==> src/hdl/ucl_pkg.sv <==
`timescale 1ns / 1ps
// ----------------------------------------------------------------------------
// ucl_pkg
// Shared widths, types and helpers of the UPGMA cluster engine.
// ----------------------------------------------------------------------------
package ucl_pkg;

    localparam int MAX_TAXA  = 32;
    localparam int SLOT_W    = $clog2(MAX_TAXA);
    localparam int ADDR_W    = 2 * SLOT_W;
    localparam int ID_W      = 6;
    localparam int CFG_W     = 6;
    localparam int DIST_W    = 16;
    localparam int LEAF_W    = 6;
    localparam int CNT_W     = 12;
    localparam int NUM_W     = DIST_W + LEAF_W;
    localparam int REM_W     = LEAF_W + 1;
    localparam int DIV_CNT_W = $clog2(NUM_W + 1);

    typedef logic [SLOT_W-1:0] slot_t;
    typedef logic [ADDR_W-1:0] addr_t;
    typedef logic [DIST_W-1:0] dist_t;
    typedef logic [LEAF_W-1:0] leaf_t;
    typedef logic [NUM_W-1:0]  num_t;

    // Upper-triangle address of an unordered slot pair
    function automatic addr_t pair_addr(input slot_t x, input slot_t y);
        addr_t a;
        if (x < y)
            a = {x, y};
        else
            a = {y, x};
        return a;
    endfunction

endpackage

==> src/hdl/ucl_div.sv <==
`timescale 1ns / 1ps
// ----------------------------------------------------------------------------
// ucl_div
// Restoring divider, one quotient bit per cycle.
// ----------------------------------------------------------------------------
module ucl_div (
    input  logic                 clk,
    input  logic                 rst_n,
    input  logic                 start,
    input  ucl_pkg::num_t        num,
    input  ucl_pkg::leaf_t       den,
    output logic                 done,
    output ucl_pkg::dist_t       quo
);
    import ucl_pkg::*;

    logic                 busy_reg;
    logic                 done_reg;
    logic [DIV_CNT_W-1:0] cnt_reg;
    logic [REM_W-1:0]     rem_reg;
    num_t                 q_reg;
    leaf_t                den_reg;
    logic [REM_W-1:0]     rem_sh;
    logic                 ge;

    assign rem_sh = {rem_reg[REM_W-2:0], q_reg[NUM_W-1]};
    assign ge     = rem_sh >= {1'b0, den_reg};
    assign done   = done_reg;
    assign quo    = q_reg[DIST_W-1:0];

    always_ff @(posedge clk or negedge rst_n)
    begin
        if (!rst_n)
        begin
            busy_reg <= 1'b0;
            done_reg <= 1'b0;
            cnt_reg  <= '0;
            rem_reg  <= '0;
            q_reg    <= '0;
            den_reg  <= '0;
        end
        else
        begin
            done_reg <= 1'b0;
            if (start)
            begin
                busy_reg <= 1'b1;
                cnt_reg  <= DIV_CNT_W'(NUM_W);
                rem_reg  <= '0;
                q_reg    <= num;
                den_reg  <= den;
            end
            else if (busy_reg)
            begin
                // shift in one numerator bit, subtract when it fits
                rem_reg <= ge ? (rem_sh - {1'b0, den_reg}) : rem_sh;
                q_reg   <= {q_reg[NUM_W-2:0], ge};
                cnt_reg <= cnt_reg - 1'b1;
                if (cnt_reg == DIV_CNT_W'(1))
                begin
                    busy_reg <= 1'b0;
                    done_reg <= 1'b1;
                end
            end
        end
    end

endmodule

==> config.mk <==
export PLATFORM = sky130hd
export DESIGN_NAME = ucl_div
export DESIGN_NICKNAME = d
export VERILOG_FILES = /design/src/hdl/ucl_pkg.sv /design/src/hdl/ucl_div.sv
export SDC_FILE = /design/constraint.sdc
export NUM_CORES = 1
export LEC_CHECK = 0
export ABC_AREA = 1
export BUFFER_PORTS_ARGS = -buffer_cell sky130_fd_sc_hd__clkbuf_2
export CAP_MARGIN = 20
export CORE_ASPECT_RATIO = 1.5
export CORE_MARGIN = 4
export CORE_UTILIZATION = 35
export DETAILED_ROUTE_END_ITERATION = 6
export PLACE_DENSITY_LB_ADDON = 0.12
export SETUP_SLACK_MARGIN = 0.1
export SLEW_MARGIN = 40
export SYNTH_ARGS = -nofsm -noshare
export SYNTH_HDL_FRONTEND = slang
export SYNTH_SLANG_ARGS = --single-unit
==> constraint.sdc <==
create_clock -name clk -period 2.5 [get_ports clk]
set_input_delay 0.25 -clock clk [delete_from_list [all_inputs] [get_ports clk]]
set_output_delay 0.25 -clock clk [all_outputs]
set_load 0.05 [all_outputs]
==> impl_metrics.ini, run 1 <==
[detailed_routing]
ant_nets = 0
drc = 0
wire_per_inst_um = 13.4
finalWirelength_mm = 4.97
drt_iter0_markers = 75
firstDrtPassIters = 4
routed_via_density = 4.75
dr_total_vias = 1762

[min_path]
min_path_type = in2reg
whs_path_depth = 3

[cells_and_area]
nets = 334
utilization = 0.411
final_area_sq_mm = 0.00272
diodes = 0
drive_above_1_share = 0.339
largest_register_ffs = 22
syn_to_final_growth_pct = 12.1

[timing]
period_share = 0.702
fin_skew_ps = 3.93
worst_slack_ps = 746
min_period_ps = 1750
rsz0062_at_grt = no
worst_slew_pin_slew_ps = 563
relSlewSlack = 0.624
setup_viol = 0
hold_violations = 0
drv_slew = 0
fin_tns_setup_ps = 0
max_freq_ghz = 0.570

[cts]
path_clk_slew_ps = 80
root_buffer = clkbuf_8
clockBufferDepth = 2
ctsResizeCount = 0
numCtsBuffers = 5
worst_skew_pair.late_latency_ps = 290
tritoncts = built
htreeDepth = 2
numClockSinks = 41

[worst_setup_path]
worstPathRequired_ps = 2680
arrival_ps = 1940
worst_setup_path_end_kind = register
worstPathMaxFanout = 3
crit_type = reg2reg
rr_worst_depth = 10
cp-start-kind = register

[job]
max_cap_violations = 0

[logic_synthesis]
syn_area_per_cell_sq_um = 9.30
ys_warn_count = 0
yosys.area.top_type = dfrtp_1
synth-seq-area-share = 0.422
ys_top_cells_by_area = dfrtp_1 42%, o221ai_2 11%, nand2_1 9.4%, inv_1 6.5%, buf_4 5.3%
synthCells = 261
synth_cell_types = 31
ys_ff_latch = 41
syn-num-nets = 301
netlist_area_sq_mm = 0.00243
synth_top_cell_area_share = 0.422

[pwr]
p_total_mw = 2.28
power_frac_clock = 0.247
intPower_mw = 1.40
power_density_mw_per_mm2 = 837
p_switching_mw = 0.877
power_frac_seq = 0.356
power.leakage_nw = 1.41
peakVddDrop_mv = 0.278
p_sw_frac = 0.385
combinationalPowerShare = 0.396

[global_route]
grt_max_degree = 27
grt_util_all_layers = 0.129
grt_pass1_wl_mm = 8.63
grt_pass1_vias = 1804
overflow = 0
antenna_found_initial = 0

[outcome]
status = finished, final reports clean

[place]
place_ws_ps = 744
place_congestion = 0.745
dp_hpwl_mm = 3.76
io_buffers = 47
dpl_cell_area_sq_mm = 0.00260

[floorplanning]
rows = 36
initial_utilization = 0.367
dieArea_sq_mm = 0.00836
core_region_area_sq_mm = 0.00662
io_pins = 48
chipHeight_um = 110
dieWidth_um = 76.0
## Yosys cell counts, drive strengths merged
master   n
o221ai  18
xnor2    3
and3     1
o21ai    9
nor2     6
nand4    2
nor3     1
nand2   71
a21oi    4
dfrtp   41
nand3   17
buf     21
clkbuf   3
o211ai   2
ha       8
a22oi    3
nand3b   4
inv     46
fa       1
## path summary, 6_finish.rpt
path	startpoint	to	slack (ps)
hold reg to reg	q_reg[19]$_DFFE_PN0P_	q_reg[20]$_DFFE_PN0P_	490
hold / removal	den[0]	den_reg[0]$_DFFE_PN0P_	160
max in group asynchronous	rst_n	q_reg[19]$_DFFE_PN0P_	1340
setup reg to reg	q_reg[21]$_DFFE_PN0P_	rem_reg[4]$_DFFE_PN0P_	750
min in group asynchronous	rst_n	q_reg[5]$_DFFE_PN0P_	440
setup / recovery	q_reg[21]$_DFFE_PN0P_	rem_reg[4]$_DFFE_PN0P_	750
## what timing repair did
item	4_1_cts	5_1_grt
hold buffers	1	0
buffers inserted	0	0
hold endpoints to repair	15	0
## power by group through the flow
| stage | sequential [mW] | clock (mW) | combinational (mW) |
|---|---|---|---|
| 2_1_floorplan | 0.808 | 0 | 0.782 |
| 3_3_place_gp | 0.828 | 0 | 0.915 |
| 3_5_place_dp | 0.827 | 0 | 0.915 |
| 4_1_cts | 0.814 | 0.583 | 0.919 |
| 5_1_grt | 0.827 | 0.608 | 1.01 |
| 6_report | 0.812 | 0.563 | 0.903 |
## area by class of cell
type                    instances  area [sq um]
inverters                      46           173
well taps                      76          95.1
multi-input cells             150          1050
flip-flops and latches         41          1030
clock inverters                 1          30.0
clock buffers                   7          86.3
fillers                       666          3900
repair buffers                 50           260
## through the flow
step                std cells  hold WS [ps]
detailed placement        362           227
CTS                       371           154
global route              371           157
global placement          362           221
finish                    371           162
floorplan                 261         -45.6
## kinds of logic after synthesis
kind of cell    Yosys count  synth area share
buf+inv                  70             0.144
flops                    41             0.422
compound gates           36             0.157
xor+xnor                  3            0.0108
fa+ha+maj                 9            0.0495
simple gates            102             0.216
## critical path, cell delays in order (launching register included)
cell and delay (ps):
dfrtp_1 360, inv_1 120, ha_1 160, inv_1 80, fa_1 410, nand3_1 90
nand2_1 70, xnor2_1 160, nand2_2 70, nand3_2 70, nand2_1 50
## metal layers
metal,vias to the layer above,track usage,share of wire
met3,4,0.0276,0.042
met5,-,0,0
li1,898,-,-
met1,823,0.149,0.42
met2,37,0.230,0.53
met4,0,0.0522,0.012
## cell usage in the layout (no fill, tap or decap), types with 2 or more instances in the layout
master / synthesis / final
o21ai_1: 3 / 3
dfrtp_1: 41 / 41
o211ai_2: 2 / 2
nand3_2: 4 / 4
a22oi_1: 3 / 3
nand3b_1: 4 / 4
nand2_1: 61 / 61
nor2_1: 2 / 2
nand4_1: 2 / 2
nor2_4: 3 / 3
nand3_1: 12 / 12
o21ai_0: 6 / 6
clkbuf_8: 0 / 6
inv_2: 4 / 4
ha_1: 8 / 8
o221ai_2: 17 / 17
clkbuf_2: 0 / 47
a21oi_1: 3 / 3
xnor2_1: 3 / 3
buf_4: 17 / 2
nand2_2: 8 / 8
nand2_4: 2 / 2
inv_1: 42 / 42
Power figures use the tool's default switching activity.
==> run 2: changes to the inputs <==
- clock period: 2.5 -> 1.76 ns (I/O delays scaled with it)
==> run 2 against run 1 <==
Against the previous run: clock skew rose by 8.8 ps; sequential power is 44% higher; clock-buffer cell count is 2 lower; maximum frequency rose by 11%; utilization increased by 2.7 points; largest cell class unchanged.
==> impl_metrics.ini, run 2 (synthesis results as in run 1) <==
[place]
place_congestion = 0.729
io_buffers = 47
dp_hpwl_mm = 3.81
dpl_cell_area_sq_mm = 0.00264

[pwr]
power_density_mw_per_mm2 = 1220
power.leakage_nw = 1.47
peakVddDrop_mv = 0.559

[job]
max_cap_violations = 0

[timing]
worst_slew_pin_slew_ps = 544
relSlewSlack = 0.637
rsz0062_at_grt = yes
setup_viol = 0
fin_tns_setup_ps = 0
drv_slew = 0
fin_skew_ps = 12.7
period_share = 0.900
min_period_ps = 1580
max_freq_ghz = 0.632
hold_violations = 0

[cells_and_area]
final_area_sq_mm = 0.00290
drive_above_1_share = 0.396
nets = 342
largest_register_ffs = 22
final_common_cell = nand2_1
diodes = 0
utilization = 0.438
syn_to_final_growth_pct = 19.5
mostFrequentLayoutCells = 60 x nand2_1, 47 x clkbuf_2, 40 x inv_1, 40 x dfrtp_1, 17 x o221ai_2

[worst_setup_path]
r2r-start = q_reg[21]$_DFFE_PN0P_
cp-start-kind = register
worstPathRequired_ps = 1970
path_cells = inv_2, ha_1, inv_2, fa_2, nand3_2, nand2_2, xnor2_2, nand2_2, nand3_2, nand2_1
cp_slowest_cell = dfrtp_1
slowest_delay_ps = 380
rr_worst_depth = 10
arrival_ps = 1790
r2r_slack_ps = 180
worstPathMaxFanout = 3
r2r_end = rem_reg[4]$_DFFE_PN0P_
worst_setup_path_end_kind = register
crit_type = reg2reg

[detailed_routing]
firstDrtPassIters = 4
ant_nets = 0
routed_via_density = 4.70
dr_total_vias = 1782
drc = 0
wire_per_inst_um = 13.7
finalWirelength_mm = 5.19
drt_iter0_markers = 49

[cts]
root_buffer = clkbuf_8
tritoncts = built
htreeDepth = 2
worst_skew_pair.late_latency_ps = 300
clockBufferDepth = 2
numClockSinks = 41
numCtsBuffers = 5
path_clk_slew_ps = 90

[floorplanning]
dieWidth_um = 76.0
initial_utilization = 0.367
dieArea_sq_mm = 0.00836
chipHeight_um = 110
core_region_area_sq_mm = 0.00662
rows = 36
io_pins = 48

[min_path]
min_path_type = in2reg
whs_path_depth = 3
min_from = den[4]
min_to = den_reg[4]$_DFFE_PN0P_

[outcome]
status = finished, final reports clean

[global_route]
grt_pass1_wl_mm = 8.76
grt_max_degree = 42
antenna_found_initial = 0
grt_pass1_vias = 1800
overflow = 0
grt_util_all_layers = 0.131
[run 2: through the flow]
stage          setup WS (ps)  std cells  hold WS, ps  total power [mW]
2_1_floorplan            194        261         -120              2.26
3_3_place_gp            83.5        366          291              2.48
3_5_place_dp            53.5        366          288              2.48
4_1_cts                 90.8        375         67.7              3.43
5_1_grt                 84.2        379         72.8              3.79
6_report                 177        379         75.7              3.55
[run 2: worst max-delay path by stage]
| stage | start | to | cells past startpoint |
|---|---|---|---|
| after floorplan | q_reg[21]$_DFFE_PN0P_ | rem_reg[4]$_DFFE_PN0P_ | 10 |
| after global placement | q_reg[21]$_DFFE_PN0P_ | rem_reg[4]$_DFFE_PN0P_ | 10 |
| after detailed placement | q_reg[21]$_DFFE_PN0P_ | rem_reg[4]$_DFFE_PN0P_ | 10 |
| after CTS | q_reg[21]$_DFFE_PN0P_ | rem_reg[4]$_DFFE_PN0P_ | 10 |
| after global routing | q_reg[21]$_DFFE_PN0P_ | rem_reg[4]$_DFFE_PN0P_ | 10 |
| final | q_reg[21]$_DFFE_PN0P_ | rem_reg[4]$_DFFE_PN0P_ | 10 |
[run 2: report_power, final]
group	switching, mW	internal, mW	total, mW
logic	0.876	0.589	1.46
clock network	0.350	0.564	0.914
registers	0.102	1.07	1.17
[run 2: per-layer routing]
layer,vias up,share of wire,GRT usage,wire (um)
li1,912,-,-,-
met1,829,0.42,0.155,2190
met2,36,0.52,0.230,2690
met3,5,0.045,0.0317,231
met4,0,0.015,0.0496,80
met5,-,0,0,0
[run 2: area by class of cell]
type	instances	area, sq um
multi-input cells	150	1130
repair buffers	58	345
fillers	663	3720
flip-flops and latches	41	1030
inverters	46	173
clock inverters	3	65.1
clock buffers	5	68.8
well taps	76	95.1
[run 2: timing repair]
item | in CTS | in global routing
hold endpoints to repair | 41 | 0
endpoints found under the setup margin | 5 | 7
buffers inserted | 0 | 4
pin swaps | 1 | 4
hold buffers | 1 | 0
resized for setup | 2 | 11
[run 2: worst max-delay path: cells and delay by family, from the launching register on]
kind | cells | cell delay [ps]
flip-flops | 1 | 380
adder cells (fa/ha/maj) | 2 | 520
AND/OR/NAND/NOR | 5 | 300
XOR/XNOR | 1 | 140
buffers and inverters | 2 | 130
